--- config.mk ---
export PLATFORM = sky130hd
export DESIGN_NAME = gllp_counts
export DESIGN_NICKNAME = d
export VERILOG_FILES = /design/src/rtl/gllp_pkg.sv /design/src/rtl/gllp_counts.sv
export VERILOG_INCLUDE_DIRS = /design/src /design/src/rtl
export SDC_FILE = /design/constraint.sdc
export NUM_CORES = 2
export LEC_CHECK = 0
export BUFFER_PORTS_ARGS = -buffer_cell sky130_fd_sc_hd__buf_2
export CORE_AREA = 4 4 301 303
export CTS_BUF_LIST = sky130_fd_sc_hd__clkbuf_4 sky130_fd_sc_hd__clkbuf_8
export DETAILED_ROUTE_END_ITERATION = 8
export DIE_AREA = 0 0 305 307
export PLACE_DENSITY = 0.73
export SYNTH_ARGS = -nofsm -noshare
export SYNTH_HDL_FRONTEND = slang
export SYNTH_SLANG_ARGS = --single-unit
--- constraint.sdc ---
create_clock -name clock -period 4.9 [get_ports clock]
set_input_delay 0.49 -clock clock [delete_from_list [all_inputs] [get_ports clock]]
set_output_delay 0.49 -clock clock [all_outputs]
set_load 0.01 [all_outputs]
--- src/rtl/assert_macros.svh ---
// Assertion macros shared by the placer RTL modules.
// Depends on nothing; included by each module that carries assertions.
`ifndef ASSERT_MACROS_SVH
`define ASSERT_MACROS_SVH

// Same-cycle implication, checked at every rising clock edge outside reset.
`define ASSERT_IMPL(name, clk, rst, ante, cons) \
   name: assert property (@(posedge clk) disable iff (rst) (ante) |-> (cons)) \
      else $error("assertion failed");

// Next-cycle implication, checked at every rising clock edge outside reset.
`define ASSERT_NEXT(name, clk, rst, ante, cons) \
   name: assert property (@(posedge clk) disable iff (rst) (ante) |=> (cons)) \
      else $error("assertion failed");

`endif

--- src/rtl/gllp_pkg.sv ---
// Package of the group least-loaded domain placer: codes, widths, defaults and
// the control and status structs between the top level and the count unit.
// Depends on nothing.
package gllp_pkg;

   localparam int unsigned MAX_DOMAINS_DEF = 64;
   localparam int unsigned MAX_GROUP_DEF   = 256;
   localparam int unsigned MAX_GROUPS_DEF  = 65535;

   localparam int unsigned ELEMENTS = 65536;
   localparam int MAP_AW = $clog2(ELEMENTS);

   localparam int IDX_W  = 16;
   localparam int DOM_W  = 7;
   localparam int SIZE_W = 9;

   localparam logic [1:0] OP_WRITE  = 2'd0;
   localparam logic [1:0] OP_MEMBER = 2'd1;
   localparam logic [1:0] OP_READ   = 2'd2;
   localparam logic [1:0] OP_CLEAR  = 2'd3;

   localparam logic [1:0] KIND_READ    = 2'd0;
   localparam logic [1:0] KIND_PLACED  = 2'd1;
   localparam logic [1:0] KIND_DROPPED = 2'd2;

   localparam logic [1:0] ERR_NONE     = 2'd0;
   localparam logic [1:0] ERR_OVERFLOW = 2'd1;
   localparam logic [1:0] ERR_DOMAIN   = 2'd2;

   typedef struct packed {
      logic             start;
      logic             mark;
      logic [DOM_W-1:0] mark_dom;
      logic             clear_occ;
      logic             clear_counts;
   } scan_ctrl_type;

   typedef struct packed {
      logic done;
      logic found;
   } scan_stat_type;

endpackage

--- src/rtl/gllp_counts.sv ---
// Count unit: per-domain group counts in a one-port memory, occupied flags,
// and the sequential least-loaded scan with saturating bump.
// Depends on gllp_pkg and assert_macros.svh.
`include "assert_macros.svh"

module gllp_counts #(
   parameter int unsigned MAX_DOMAINS = gllp_pkg::MAX_DOMAINS_DEF,
   parameter int unsigned MAX_GROUPS  = gllp_pkg::MAX_GROUPS_DEF
) (
   input  logic                               clock,
   input  logic                               reset,
   input  gllp_pkg::scan_ctrl_type            ctrl,
   input  logic [$clog2(MAX_DOMAINS + 1)-1:0] lim,
   output gllp_pkg::scan_stat_type            status,
   output logic [$clog2(MAX_DOMAINS + 1)-1:0] best
);

   localparam int DW = $clog2(MAX_DOMAINS + 1);
   localparam int CW = $clog2(64'(MAX_GROUPS) + 64'd1);

   localparam logic [1:0] SC_IDLE  = 2'd0;
   localparam logic [1:0] SC_READ  = 2'd1;
   localparam logic [1:0] SC_DRAIN = 2'd2;
   localparam logic [1:0] SC_FIN   = 2'd3;

   logic [CW-1:0]      cnt_mem [MAX_DOMAINS + 1];
   logic [MAX_DOMAINS:0] cnt_vld_ff, cnt_vld_in;
   logic [MAX_DOMAINS:0] occ_ff, occ_in;
   logic [1:0]         state_ff, state_in;
   logic [DW-1:0]      addr_ff, addr_in;
   logic [DW-1:0]      rdom_ff;
   logic               rvld_ff, rvld_in;
   logic [CW-1:0]      rdata_ff;
   logic [DW-1:0]      best_ff, best_in;
   logic [CW-1:0]      bestcnt_ff, bestcnt_in;
   logic [CW-1:0]      cnt;
   logic [CW-1:0]      bumped;
   logic [DW-1:0]      mark_idx;
   logic               take;
   logic               cnt_wr;

   assign cnt      = cnt_vld_ff[rdom_ff] ? rdata_ff : '0;
   assign take     = rvld_ff && occ_ff[rdom_ff] && ((best_ff == '0) || (cnt < bestcnt_ff));
   assign bumped   = (64'(bestcnt_ff) < 64'(MAX_GROUPS)) ? bestcnt_ff + CW'(1) : bestcnt_ff;
   assign mark_idx = DW'(ctrl.mark_dom);
   assign best     = best_ff;

   always_comb begin
      state_in   = state_ff;
      addr_in    = addr_ff;
      best_in    = best_ff;
      bestcnt_in = bestcnt_ff;
      rvld_in    = 1'b0;
      cnt_wr     = 1'b0;
      occ_in     = occ_ff;
      cnt_vld_in = cnt_vld_ff;
      status     = '0;

      if (ctrl.clear_occ) begin
         occ_in = '0;
      end else if (ctrl.mark) begin
         occ_in[mark_idx] = 1'b1;
      end
      if (ctrl.clear_counts) begin
         cnt_vld_in = '0;
      end
      if (take) begin
         best_in    = rdom_ff;
         bestcnt_in = cnt;
      end

      unique case (state_ff)
         SC_IDLE: begin
            if (ctrl.start) begin
               addr_in  = DW'(1);
               best_in  = '0;
               state_in = (lim == '0) ? SC_FIN : SC_READ;
            end
         end
         SC_READ: begin
            rvld_in = 1'b1;
            if (addr_ff == lim) begin
               state_in = SC_DRAIN;
            end else begin
               addr_in = addr_ff + DW'(1);
            end
         end
         SC_DRAIN: begin
            state_in = SC_FIN;
         end
         SC_FIN: begin
            status.done  = 1'b1;
            status.found = (best_ff != '0);
            cnt_wr       = (best_ff != '0);
            if (best_ff != '0) begin
               cnt_vld_in[best_ff] = 1'b1;
            end
            state_in = SC_IDLE;
         end
         default: begin
            state_in = SC_IDLE;
         end
      endcase
   end

   always_ff @(posedge clock) begin
      if (cnt_wr) begin
         cnt_mem[best_ff] <= bumped;
      end else if (state_ff == SC_READ) begin
         rdata_ff <= cnt_mem[addr_ff];
      end
   end

   always_ff @(posedge clock) begin
      if (reset) begin
         state_ff   <= SC_IDLE;
         rvld_ff    <= 1'b0;
         occ_ff     <= '0;
         cnt_vld_ff <= '0;
         best_ff    <= '0;
      end else begin
         state_ff   <= state_in;
         rvld_ff    <= rvld_in;
         occ_ff     <= occ_in;
         cnt_vld_ff <= cnt_vld_in;
         best_ff    <= best_in;
      end
   end

   always_ff @(posedge clock) begin
      addr_ff    <= addr_in;
      rdom_ff    <= addr_ff;
      bestcnt_ff <= bestcnt_in;
   end

   `ASSERT_IMPL(a_scan_range, clock, reset, state_ff == SC_READ, addr_ff != '0 && addr_ff <= lim)
   `ASSERT_NEXT(a_done_pulse, clock, reset, status.done, !status.done)
   `ASSERT_IMPL(a_found_range, clock, reset, status.done && status.found, best_ff <= lim)

endmodule

==> out/metrics.yaml <==
grt_pass1_vias: 24900
crit_family: "compound AO/OA/AOI/OAI gates"
clock_skew_ps: 37.6
fmaxAchievable_ghz: 0.223
drive_gt1_share_pct: 28.9
path_class: "reg -> reg"
setup_slack_ps: 419
crit_top_cell: "buf_4"
slew_headroom_pct: 11.9
synth_top_cell_by_area: "edfxtp_1"
syn_area_per_cell_um2: 19.7
slowest_delay_ps: 540
synth_cell_types: 52
stdcell_count: 3927
endpoint_kind: "flip-flop"
p_comb_share_pct: 23.8
startpoint_type: "flip-flop"
hold_buffers: 2
grt_max_degree: 153
gr-usage-all-layers_pct: 24.1
r2r_start: "rdom_ff[1]$_DFF_P_"
synth_top_area_share_pct: 67.4
setup_violations: 0
dp.cells: 3596
place.gp.congestion: 0.895
synthCells: 2445
path_cells: "buf_4 > mux4_2 > a22oi_1 > a21boi_0 > a31oi_1 > nand3_1 > buf_4 > and2_1 > ha_1 > a21oi_1 > nor2b_1 > o211ai_1 > a31oi_1 > or3b_2 > nor3_4 > buf_4"
post_cts_resized: 0
die-area_um2: 93600
worstHoldPathType: "in -> reg"
max-cap-violations: 0
post_cts_buffers: 0
peakVddDrop_mv: 0.514
synth-edff-count: 1079
syn_area_um2: 48100
cts_buffers: 186
ant_nets: 0
intPower_w: 0.0189
switching_share_pct: 27.7
power.net_switching_w: 0.00726
fin_setup_tns_ps: 0
ys_seq_area_share_pct: 73.5
p_clk_share_pct: 31.6
critPathMaxFanout: 16
yosys-top-cells-count: "edfxtp_1 (1,079), mux4_2 (365), nor2_1 (153)"
postSynth.asyncResetShare_pct: 0
routed_via_density: 6.23
cts_num_sinks: 1226
dr.first_iter.drc_count: 3079
insertion_delay_ps: 850
start_util_pct: 54.7
cts_max_level: 4
critPathArrivalTime_ps: 4990
cpMaxStageDelayCell: "dfxtp_2"
p_leak_nw: 17.5
min_period_over_period_pct: 91.4
synth_flop_cell: "edfxtp_1"
crit_buf_inv: 3
die_h_um: 307
remaining_drc_errors: 0
pwr-share-seq_pct: 44.6
io_pins: 29
totalWireLength_mm: 111
cts_root_buf: "clkbuf_8"
worstMarginPinSlew_ps: 1320
post-route-min-period_ps: 4480
portBuffers: 28
run_status: "finished, final reports clean"
ys_ff_latch: 1226
grt-ovfl-total: 0
grt_antenna_before_repair: 11
routed-via-count: 24500
dp_hpwl_mm: 64.5
wl_per_cell_um: 28.4
crit_start: "rdom_ff[1]$_DFF_P_"
synthTopCellsByArea: "edfxtp_1 (67%), mux4_2 (17%), dfxtp_1 (6.1%)"
die-width_um: 305
grt_pass1_wl_mm: 165
rows: 109
finalHoldViolations: 0
crit_required_ps: 5410
rsz0062_at_grt: "no"
slew_viol_final: 0
power.density_nw_per_um2: 488
hp-start: "ctrl[3]"
nNetsFinal: 2664
clkTransAtPathRegs_ps: 60
synth_most_common_cell: "edfxtp_1"
pre_cts_slack_ps: 492
area_delta_synth_final_pct: 11.4
cts_tree: "built"
drt_first_pass_iters: 5
cts.path.max_buffers: 3
power.total_w: 0.0262
core_um2: 88000
ys_warn_count: 0
==> through the flow <==
step | instance area, um2 | hold slack [ps] | util, %
4_1_cts | 53500 | 13.3 | 60.9
3_5_place_dp | 49900 | 445 | 56.7
2_1_floorplan | 48100 | 346 | -
6_report | 53600 | 108 | 60.9
3_3_place_gp | 49900 | 441 | 56.7
5_1_grt | 53600 | 68.7 | 60.9
==> final cells by class <==
| cell class | instances | area, um2 |
|---|---|---|
| sequential | 1226 | 35300 |
| antenna | 3 | 7.51 |
| fill | 6073 | 34400 |
| clock buffer | 261 | 3170 |
| multi-input combinational | 1047 | 12100 |
| clock inverter | 64 | 474 |
| timing repair buffer | 98 | 758 |
| inverter | 63 | 236 |
| tap | 1165 | 1460 |
==> power groups by stage <==
stage          registers, W  logic (W)  clock network, W
3_5_place_dp         0.0119    0.00624                 0
5_1_grt              0.0117    0.00654           0.00888
2_1_floorplan        0.0117    0.00454                 0
6_report             0.0117    0.00622           0.00826
4_1_cts              0.0117    0.00626           0.00838
3_3_place_gp         0.0119    0.00618                 0
==> final timing paths <==
path | to | slack (ps) | cells past startpoint
min | occ_ff[63]$_SDFFE_PP0P_ | 110 | 3
max reg2reg | bestcnt_ff[5]$_DFFE_PN_ | 420 | 16
min reg2reg | cnt_vld_ff[36]$_SDFF_PP0_ | 450 | 2
max | bestcnt_ff[5]$_DFFE_PN_ | 420 | 16
==> worst reg2reg max path, cell delays in order, from the launching register on <==
cell and delay, ps:
dfxtp_2 540, buf_4 300, mux4_2 340, a22oi_1 200, a21boi_0 220, a31oi_1 310, nand3_1 110, buf_4 200
and2_1 190, ha_1 280, a21oi_1 150, nor2b_1 60, o211ai_1 170, a31oi_1 130, or3b_2 490, nor3_4 190
buf_4 270
==> cells by family after synthesis <==
family,synth area share (%)
compound gates,1.98
xor+xnor,0.419
fa+ha+maj,0.572
buf+inv,1.74
flops,73.5
mux,17.9
other cells,0.00780
simple gates,3.91
==> sequential cells by signal (all words and copies together) (netlist names) <==
name        count
addr_ff         7
best            7
bestcnt_ff     16
cnt_mem      1040
cnt_vld_ff     65
occ_ff         65
rdata_ff       16
rdom_ff         7
rvld_ff         1
state_ff        2
==> placed cells by master (no fill, tap or decap), types with 9 or more instances in the layout <==
master	count
nand2_1	131
nand3_1	13
ha_1	22
and2_1	27
mux4_2	365
dfxtp_1	146
conb_1	16
nor2_1	147
xnor2_1	9
nor2b_1	17
nand4_1	11
clkbuf_8	193
buf_2	28
inv_1	62
a21oi_1	135
clkbuf_4	68
clkinv_2	12
mux2_2	18
clkinv_1	34
edfxtp_1	1079
nand2b_1	12
xnor2_2	10
mux2i_1	18
nor3_1	15
buf_4	61
==> layer usage <==
layer / vias up / track usage [%] / routed length, um
li1: 10200 / - / -
met4: 2 / 8.11 / 3080
met3: 191 / 5.10 / 10400
met2: 1276 / 37.7 / 53700
met5: - / 0 / 14
met1: 12800 / 34.5 / 44200
Power figures use the tool's default switching activity.
